## src/design/prdt_pkg.sv

```systemverilog
// Package for the port receive dispatch table.
// Holds the operation and status codes and the request and result structs.
// No dependencies.
package prdt_pkg;

    localparam int SLOT_W = 3;

    typedef enum logic [1:0] {
        OP_REGISTER     = 2'd0,
        OP_DEREGISTER   = 2'd1,
        OP_RECEIVE      = 2'd2,
        OP_DELETE_RANGE = 2'd3
    } t_op;

    typedef enum logic [1:0] {
        ST_DONE    = 2'd0,
        ST_FULL    = 2'd1,
        ST_NOMATCH = 2'd2
    } t_status;

    typedef struct packed {
        t_op         op;
        logic [15:0] port;
        logic [7:0]  length_limit;
        logic [15:0] ready_address;
        logic [15:0] buffer_address;
        logic [15:0] info_address;
        logic [7:0]  task_id;
        logic [7:0]  packet_length;
        logic [7:0]  signal_strength;
        logic [7:0]  link_quality;
        logic [15:0] range_start;
        logic [15:0] range_end;
    } t_req;

    typedef struct packed {
        t_status           status;
        logic [SLOT_W-1:0] slot;
        logic [7:0]        copy_length;
        logic [15:0]       out_buffer_address;
        logic [15:0]       out_ready_address;
        logic [15:0]       out_info_address;
        logic              write_info;
        logic [7:0]        out_strength;
        logic [7:0]        out_quality;
        logic              post_task;
        logic [7:0]        out_task_id;
    } t_rsp;

    typedef struct packed {
        logic [15:0] port;
        logic [7:0]  limit;
        logic [15:0] ready_address;
        logic [15:0] buffer_address;
        logic [15:0] info_address;
        logic [7:0]  task_id;
    } t_entry;

    typedef struct packed {
        logic free;
        logic port;
        logic range;
    } t_found;

endpackage

```

## src/design/prdt_match.sv

```systemverilog
// Parallel search of the dispatch table for one request.
// Finds the lowest free slot, the lowest valid slot on a port and the slots in a
// ready-address range. Depends on prdt_pkg.
module prdt_match #(
    parameter int SLOTS = 8,
    parameter int IDX_W = 3
) (
    input  logic [SLOTS-1:0]      i_valid,
    input  prdt_pkg::t_entry      i_entry [SLOTS],
    input  logic [15:0]           i_port,
    input  logic [15:0]           i_range_start,
    input  logic [15:0]           i_range_end,
    output prdt_pkg::t_found      o_found,
    output logic [IDX_W-1:0]      o_free_idx,
    output logic [IDX_W-1:0]      o_port_idx,
    output logic [IDX_W-1:0]      o_range_idx,
    output logic [SLOTS-1:0]      o_range_hits
);
    import prdt_pkg::*;

    logic [SLOTS-1:0] w_port_hits;

    always_comb begin
        for (int s = 0; s < SLOTS; s++) begin
            w_port_hits[s]  = i_valid[s] && (i_entry[s].port == i_port);
            o_range_hits[s] = i_valid[s] && (i_entry[s].ready_address >= i_range_start)
                              && (i_entry[s].ready_address <= i_range_end);
        end
    end

    always_comb begin
        o_found     = '0;
        o_free_idx  = '0;
        o_port_idx  = '0;
        o_range_idx = '0;
        for (int s = SLOTS - 1; s >= 0; s--) begin
            if (!i_valid[s]) begin
                o_found.free = 1'b1;
                o_free_idx   = IDX_W'(s);
            end
            if (w_port_hits[s]) begin
                o_found.port = 1'b1;
                o_port_idx   = IDX_W'(s);
            end
            if (o_range_hits[s]) begin
                o_found.range = 1'b1;
                o_range_idx   = IDX_W'(s);
            end
        end
    end

endmodule

```

## src/design/port_receive_dispatch_table.sv

```systemverilog
// Top level of the port receive dispatch table.
// Holds the table, the request register and the result register.
// Depends on prdt_pkg and prdt_match.
//
// Usage: a request arrives on i_in (valid/ready) carrying an operation:
// register, deregister, receive or delete by ready-address range. Each request
// produces exactly one result on o_out (valid/ready), in request order.
// A request accepted on i_in is captured in the request register; when it
// advances, the table is searched and updated and the result is registered in
// the output register, which drives o_out_valid. The table is flip-flops
// searched in parallel, so a request can be accepted every cycle and the
// sustained rate is one request per cycle while the receiver keeps up.
// When the receiver stalls, the result waits in the output register and one
// further request is held in the request register; o_in_ready then falls.
// Reset clears the valid bits of the table and of both pipeline registers; the
// table is usable in the first cycle after reset.
module port_receive_dispatch_table #(
    parameter int SLOTS = 8
) (
    input  logic             i_clk,
    input  logic             i_rst_n,
    input  logic             i_in_valid,
    output logic             o_in_ready,
    input  prdt_pkg::t_req   i_in,
    output logic             o_out_valid,
    input  logic             i_out_ready,
    output prdt_pkg::t_rsp   o_out
);
    import prdt_pkg::*;

    localparam int IDX_W = (SLOTS > 1) ? $clog2(SLOTS) : 1;

    logic             r_in_valid;
    t_req             r_in;
    logic             r_out_valid;
    t_rsp             r_out;
    logic [SLOTS-1:0] r_valid;
    logic [SLOTS-1:0] n_valid;
    t_entry           r_entry [SLOTS];

    logic             w_advance;
    t_found           w_found;
    logic [IDX_W-1:0] w_free_idx;
    logic [IDX_W-1:0] w_port_idx;
    logic [IDX_W-1:0] w_range_idx;
    logic [SLOTS-1:0] w_range_hits;
    t_entry           w_hit;
    t_rsp             n_out;

    function automatic logic [SLOT_W-1:0] f_slot(input logic [IDX_W-1:0] idx);
        logic [IDX_W+SLOT_W-1:0] ext;
        ext = {{SLOT_W{1'b0}}, idx};
        return ext[SLOT_W-1:0];
    endfunction

    assign w_advance   = r_in_valid && (!r_out_valid || i_out_ready);
    assign o_in_ready  = !r_in_valid || w_advance;
    assign o_out_valid = r_out_valid;
    assign o_out       = r_out;

    prdt_match #(
        .SLOTS (SLOTS),
        .IDX_W (IDX_W)
    ) u_match (
        .i_valid       (r_valid),
        .i_entry       (r_entry),
        .i_port        (r_in.port),
        .i_range_start (r_in.range_start),
        .i_range_end   (r_in.range_end),
        .o_found       (w_found),
        .o_free_idx    (w_free_idx),
        .o_port_idx    (w_port_idx),
        .o_range_idx   (w_range_idx),
        .o_range_hits  (w_range_hits)
    );

    assign w_hit = r_entry[w_port_idx];

    always_comb begin
        n_out        = '0;
        n_out.status = ST_NOMATCH;
        n_valid      = r_valid;
        unique case (r_in.op)
            OP_REGISTER: begin
                if (w_found.free) begin
                    n_out.status        = ST_DONE;
                    n_out.slot          = f_slot(w_free_idx);
                    n_valid[w_free_idx] = 1'b1;
                end else begin
                    n_out.status = ST_FULL;
                end
            end
            OP_DEREGISTER: begin
                if (w_found.port) begin
                    n_out.status        = ST_DONE;
                    n_out.slot          = f_slot(w_port_idx);
                    n_valid[w_port_idx] = 1'b0;
                end
            end
            OP_RECEIVE: begin
                if (w_found.port) begin
                    n_out.status             = ST_DONE;
                    n_out.slot               = f_slot(w_port_idx);
                    n_out.copy_length        = (r_in.packet_length > w_hit.limit) ?
                                               w_hit.limit : r_in.packet_length;
                    n_out.out_buffer_address = w_hit.buffer_address;
                    n_out.out_ready_address  = w_hit.ready_address;
                    n_out.out_info_address   = w_hit.info_address;
                    n_out.write_info         = (w_hit.info_address != '0);
                    n_out.out_strength       = n_out.write_info ? r_in.signal_strength : '0;
                    n_out.out_quality        = n_out.write_info ? r_in.link_quality : '0;
                    n_out.post_task          = (w_hit.task_id != '0);
                    n_out.out_task_id        = w_hit.task_id;
                end
            end
            OP_DELETE_RANGE: begin
                if (w_found.range) begin
                    n_out.status = ST_DONE;
                    n_out.slot   = f_slot(w_range_idx);
                    n_valid      = r_valid & ~w_range_hits;
                end
            end
            default: begin
                n_out.status = ST_NOMATCH;
            end
        endcase
    end

    always_ff @(posedge i_clk) begin
        if (!i_rst_n) begin
            r_in_valid  <= 1'b0;
            r_out_valid <= 1'b0;
            r_valid     <= '0;
        end else begin
            if (o_in_ready) begin
                r_in_valid <= i_in_valid;
            end
            if (w_advance) begin
                r_out_valid <= 1'b1;
                r_valid     <= n_valid;
            end else if (i_out_ready) begin
                r_out_valid <= 1'b0;
            end
        end
    end

    always_ff @(posedge i_clk) begin
        if (o_in_ready && i_in_valid) begin
            r_in <= i_in;
        end
        if (w_advance) begin
            r_out <= n_out;
        end
        if (w_advance && (r_in.op == OP_REGISTER) && w_found.free) begin
            r_entry[w_free_idx] <= '{
                port:           r_in.port,
                limit:          r_in.length_limit,
                ready_address:  r_in.ready_address,
                buffer_address: r_in.buffer_address,
                info_address:   r_in.info_address,
                task_id:        r_in.task_id
            };
        end
    end

    a_register_sets_valid: assert property (@(posedge i_clk) disable iff (!i_rst_n)
        w_advance && (r_in.op == OP_REGISTER) && w_found.free
        |=> r_valid[$past(w_free_idx)])
        else $error("Registered slot is not valid after register.");

    a_deregister_clears_valid: assert property (@(posedge i_clk) disable iff (!i_rst_n)
        w_advance && (r_in.op == OP_DEREGISTER) && w_found.port
        |=> !r_valid[$past(w_port_idx)])
        else $error("Deregistered slot is still valid.");

    a_full_only_when_full: assert property (@(posedge i_clk) disable iff (!i_rst_n)
        w_advance && (r_in.op == OP_REGISTER) && !w_found.free
        |-> (&r_valid))
        else $error("Table reported full while a slot is free.");

endmodule
```

## config.mk

```make
export PLATFORM = sky130hd
export DESIGN_NAME = port_receive_dispatch_table
export DESIGN_NICKNAME = d
export VERILOG_FILES = /design/src/design/prdt_pkg.sv /design/src/design/prdt_match.sv /design/src/design/port_receive_dispatch_table.sv
export SDC_FILE = /design/constraint.sdc
export NUM_CORES = 1
export LEC_CHECK = 0
export BUFFER_PORTS_ARGS = -buffer_cell sky130_fd_sc_hd__buf_2
export CELL_PAD_IN_SITES_DETAIL_PLACEMENT = 0
export CELL_PAD_IN_SITES_GLOBAL_PLACEMENT = 1
export CORE_MARGIN = 2
export CORE_UTILIZATION = 37
export DETAILED_ROUTE_END_ITERATION = 7
export PLACE_DENSITY = 0.63
export SLEW_MARGIN = 15
export SYNTH_ARGS = -nofsm -noshare
export SYNTH_HDL_FRONTEND = slang
export SYNTH_SLANG_ARGS = --single-unit
```

## constraint.sdc

```tcl
create_clock -name i_clk -period 18.9 [get_ports i_clk]
set_clock_uncertainty 0.15 [all_clocks]
set_input_delay 0.945 -clock i_clk [delete_from_list [all_inputs] [get_ports i_clk]]
set_output_delay 0.945 -clock i_clk [all_outputs]
set_load 0.005 [all_outputs]
```

======== Word-level counts from Yosys, hierarchy flattened ========
Index checks and enable logic that the tools add are counted.
operators by class
  shift-type cells ........................ 0
  reductions and logical operators ........ 43
  eq/ne operators ......................... 14
  div/mod/pow operators ................... 0
  multipliers ............................. 0
  order comparisons ....................... 24
  bitwise logic cells ..................... 7
  mux-type cells .......................... 73
  add/subtract/negate cells ............... 0
operators with widths
  kind                                                      number
  bitwise mux 640 bit                                       1
  binary-select mux 80 bit (select 3 bit)                   1
  demux 80 bit (select 3 bit)                               1
  == test 16 bit                                            8
  greater-or-equal comparator 16 bit                        8
  less-or-equal comparator 16 bit                           8
  two-way mux 64 bit                                        2
  two-way mux 87 bit                                        1
  two-way mux 80 bit                                        1
  two-way mux 3 bit                                         25
  two-way mux 8 bit                                         6
  logical AND 1 bit                                         31
  two-way mux 1 bit                                         29
  case mux 8 bit (3 select lines)                           1
  case mux 5 bit (4 select lines)                           1
  AND 8 bit                                                 2
  NOT 8 bit                                                 2
  nonzero test 16 bit                                       1
  two-way mux 5 bit                                         2
  greater-or-equal comparator 4 bit, second input constant  2
  > comparator 8 bit                                        1
  < comparator 3 x 4 -> 1 bit, second input constant        2
  NOT 3 -> 4 bit                                            2
  OR 8 bit                                                  1
  other kinds (16)                                          22
storage, ports and cells
  input bits .............................. 142
  register bits after elaboration ......... 875
  memory bits (read-only) ................. 0
  bits in writable memories ............... 0
  memories kept ........................... 0
  latch bits .............................. 0

======== Logic depth before layout (Yosys ltp) ========
  depth after elaboration ................. 18
  gate-level depth with buffers ........... 27
  gate-level depth less buffers ........... 21

======== By module ========
From an unflattened synthesis, not the netlist that was laid out.
second synthesis, totals
  cells, all modules ...................... 2451
  area, all modules ....................... 38614.5 um^2
modules (own cells, without submodules)
  module                       area each (um^2)  instances  cells an instance
  port_receive_dispatch_table  31290.0           1          1551
  prdt_match                   7324.5            1          900

======== Worst setup path after synthesis ========
No wires, ideal clock.
  kind .................................... in2reg
  start ................................... in i_out_ready
  end ..................................... reg r_valid[3]
  arrival time ............................ 12.220 ns
  path slack .............................. 6.437 ns
  stages .................................. 7
  path buffers ............................ 0
  setup time .............................. 0.093 ns
  cell sequence ........................... nor2b_1 > nor2b_1 > and3_1 > nand3_1 > nor3b_1 > o21ai_0 > a21oi_1
on the way
  word-level cells in the longest chain between the ends .. 3
RTL lines
  item                                  RTL line                            text
  start: declaration                    port_receive_dispatch_table.sv:26   input logic i_out_ready,
  logical OR 1 bit                      port_receive_dispatch_table.sv:56   assign w_advance = r_in_valid && (!r_out_valid || i_out_ready);
  logical AND 1 bit                     port_receive_dispatch_table.sv:56
  via w_advance                         port_receive_dispatch_table.sv:41   logic w_advance;
  AND reduction 5 bit (no source line)  --
  end signal: assignment                port_receive_dispatch_table.sv:140  r_valid <= n_valid;
  end: declaration                      port_receive_dispatch_table.sv:37   logic [SLOTS-1:0] r_valid;
The timed path passes the listed nets, and every way through them passes these cells.
A chain may end at the register's enable or synchronous reset.

======== Final worst setup path ========
  start ................................... reg r_in[123] in the netlist's numbering
  end ..................................... reg r_out (netlist bit o_out[75]) (data pin)
on the way
  word-level cells in the longest chain between the ends .. 16
RTL lines
  item                                                    RTL line                            text
  start: declaration                                      port_receive_dispatch_table.sv:34   t_req r_in;
  start signal: assignment                                port_receive_dispatch_table.sv:149  r_in <= i_in;
  == test 16 bit                                          prdt_match.sv:25                    w_port_hits[s] = i_valid[s] && (i_entry[s].port == i_port);
  logical AND 1 bit                                       prdt_match.sv:25
  two-way mux 3 bit (8 in series)                         prdt_match.sv:41                    if (w_port_hits[s]) begin
  NOT 3 -> 4 bit (implied by the code)                    port_receive_dispatch_table.sv:77   assign w_hit = r_entry[w_port_idx];
  binary-select mux 80 bit (select 3 bit)                 port_receive_dispatch_table.sv:77
  two-way mux 64 bit (implied by the code) (2 in series)  port_receive_dispatch_table.sv:77
  > comparator 8 bit                                      port_receive_dispatch_table.sv:104  n_out.copy_length = (r_in.packet_length > w_hit.limit) ?
  two-way mux 8 bit                                       port_receive_dispatch_table.sv:104
  end signal: assignment                                  port_receive_dispatch_table.sv:152  r_out <= n_out;
  end: declaration                                        port_receive_dispatch_table.sv:36   t_rsp r_out;
Parallel ways exist; a longest one is shown, timed or not. The select of a mux whose other input is x is not followed.

==> results.md <==
- R2r startpoint: r_in[123]
- Initial Util: 0.373
- Worst Path Required: 19.28 ns
- Max stage delay on crit path: 0.86 ns
- Worst reg-to-reg setup slack: 11.61 ns
- Flop pwr share: 0.529
- Vert. Die Dim: 330 um
- Failing checks: design-rule violations
- Filler cell count: 9618
- CTS sink cnt: 875
- Setup TNS Final: 0 ns
- Worst Path Max Fanout: 126
- Detailed Routing Iterations Pass 1: 7
- Max-cap violations: 0
- Crit Path Class: reg2reg
- CP Capture Type: flop
- Clk Latency, worst-skew pair: 0.70 ns
- Top Layer Used: met5
- Rows: 119
- NetSw: 0.000930 W
- Final Cell Area: 45200 um^2
- DR vias: 24300
- Flops & latches, synth: 875
- Commonest non-fill, non-tap cell in the layout: edfxtp_1
- HP Start: i_in[78]
- Met3 routed WL: 5.22 mm
- CTS max path bufs: 3
- I/O Buffers: 230
- Synthesis Warnings: 0
- Routed Antenna Nets: 0
- Initial antenna violation count: 8
- Max stage delay cell, worst path: edfxtp_1
- Post-Synthesis Cell Area: 39400 um^2
- Final core occ: 0.428
- Clk pin slew, worst setup/hold paths: 0.06 ns
- Clock Power Share: 0.434
- DP Area: 42100 um^2
- CTS root buf: clkbuf_16
- Via-per-instance ratio: 5.39
- Cts hold-fix bufs: 0
- Power, Total: 0.00417 W
- Syn Nets: 3182
- HP Class: in2reg
- Seq/Total Area, Yosys: 0.665
- Cts bufs inserted: 97
- Status: complete, but fails checks
- Distinct cells, synth: 67
- Most used DFF post-synth: edfxtp_1
- Leak pwr: 17.4 nW
- Drt wl/cell: 25.1 um
- Met2 Wirelength: 54.4 mm
- Die W: 330 um
- Tcrit/Tclk final: 0.386
- Largest net degree at the start of global routing: 127
- Metal-1 WL: 50.7 mm
- Highest clock rate: 137 MHz
- H-tree levels: 3
- Worst path cell trace: xor2_1 > or4_1 > or4_1 > o211ai_1 > o31ai_2 > nor2_4 > buf_12 > buf_4 > mux2i_1 > o22ai_1 > nor3_1 > ha_1 > o21a_1 > o21ai_0 > nand2b_1 > a21oi_1 > nor2_1 > a211oi_1 > a21oi_1 > mux2_2 > nor2_1
- Final Hold Fails: 0
- Minimum clock period: 7.29 ns
- Post-CTS Setup Bufs: 0
- Async SR Flop Fraction: 0
- Top-level I/O count: 231
- Max Slew Vio Count: 0
- Critical Path Start Type: flop
- Vias in the first global route: 25100
- Peak supply drop: 74.8 uV
- Syn Area/Cell: 14.2 um^2
- Layout area overhead: 14.8%
- Mapped Cells: 2776
- Initial drt markers: 1838
- Commonest non-fill, non-tap cells in the layout: 865 x edfxtp_1, 273 x nand2_1, 264 x ha_1
- EDFF count, synth: 865
- First-pass GRT wire length: 164 mm
- Setup violations, final: 0
- Critical path launch point: r_in[123]
- CTS resizes: 0
- HPWL Detailed: 74.2 mm
- TritonCTS clock tree: yes
- Worst-Margin Slew: 1.10 ns
- Rel. slew slack: 0.267
- Die area: 109000 um^2
- RSZ-0062 raised after global routing: false
- Drt drc: 24
- Gr usage total: 0.205
- Total Wirelength: 113 mm
- Comb pwr share: 0.038
- Core ar.: 105000 um^2
- Switch share: 0.223
- Share of layout cells above drive strength 1: 0.141
- Final nets: 3447
- GP Congestion: 0.873
- Total gr overflow: 0
- Pwr/cell area: 92.3 nW/um^2
- CP arrival: 7.67 ns
- Int Power: 0.00324 W
[power by group through the flow]
stage          Combinational [W]  Clock [W]  Sequential, W
3_3_place_gp            0.000156          0        0.00224
6_report                0.000158    0.00181        0.00220
5_1_grt                 0.000176    0.00192        0.00221
2_1_floorplan          0.0000949          0        0.00222
3_5_place_dp            0.000159          0        0.00224
4_1_cts                 0.000160    0.00185        0.00220
[cells by family after synthesis]
family / share of synthesized area
xor gates and xnor gates: 0.0287
AOI/OAI and AO/OA: 0.0789
muxes: 0.0379
and+or+nand+nor: 0.0864
DFF: 0.665
buffers and inverters: 0.0191
adders and majority gates: 0.0839
[per-layer routing]
metal,global-route usage,vias to the layer above
li1,-,11200
met1,0.281,12300
met2,0.342,691
met3,0.0289,157
met4,0.0567,2
met5,0,-
[cells in the mapped netlist, types with 5 or more instances]
cell | count | area [um^2]
nor2b_1 | 38 | 238
or4_1 | 16 | 120
nand3_1 | 32 | 160
nand2b_1 | 36 | 225
nand2_1 | 275 | 1030
nor4_1 | 39 | 244
xor2_1 | 83 | 727
edfxtp_1 | 865 | 26000
o22ai_1 | 57 | 357
mux2i_1 | 134 | 1340
a21o_1 | 77 | 578
a21oi_1 | 185 | 926
o21ai_0 | 70 | 350
a211oi_1 | 24 | 180
o221ai_1 | 9 | 78.8
xnor2_1 | 46 | 403
nand4_1 | 48 | 300
nor2_1 | 112 | 420
o21a_1 | 18 | 135
mux2_2 | 11 | 124
or4b_2 | 5 | 50.1
o211ai_1 | 5 | 37.5
and4_1 | 5 | 43.8
nor4b_1 | 6 | 52.6
a211oi_2 | 5 | 62.6
buf_4 | 14 | 105
clkbuf_1 | 53 | 199
ha_1 | 264 | 3300
buf_6 | 8 | 90.1
inv_1 | 63 | 236
buf_2 | 16 | 80.1
buf_1 | 11 | 41.3
a31oi_1 | 6 | 37.5
o31ai_1 | 6 | 45.0
nor3_1 | 62 | 310
dfxtp_1 | 10 | 200
[worst paths after layout]
check	end	cells past startpoint
setup reg to reg	o_out[75]	21
hold / removal	r_in[78]	1
hold reg to reg	o_out_valid	1
setup / recovery	o_out[75]	21
[cell type report]
class                           instances  area [um^2]  share of cell area
Multi-Input combinational cell       1736        12500               0.277
Clock inverter                         55          507              0.0112
Tap cell                             1391         1740              0.0385
Antenna cell                            2         5.00            0.000111
Sequential cell                       875        26200               0.580
Timing Repair Buffer                  268         1450              0.0321
Clock buffer                          118         2530              0.0560
Inverter                               63          236             0.00524
[worst max-delay path: cells and delay by family (launching register included)]
family	cells	cell delay [ns]
simple gates	7	1.75
compound gates	8	1.74
mux	2	0.68
buf+inv	2	1.37
flops	1	0.86
xor+xnor	1	0.16
fa+ha+maj	1	0.20
[state kept, by name (all words and copies together) (netlist names)]
name	cells
r_entry	640
r_valid	8
r_in	138
o_out_valid	1
r_in_valid	1
o_out	87
[per-stage QoR]
step	hold slack, ns	instances	setup slack (ns)
finish	0.267	4508	11.61
detailed placement	0.382	4333	11.67
global route	0.226	4507	11.16
CTS	0.215	4506	11.67
global placement	0.360	4333	11.77
floorplan	0.327	2776	6.44
(Power assumes the default switching activity.)
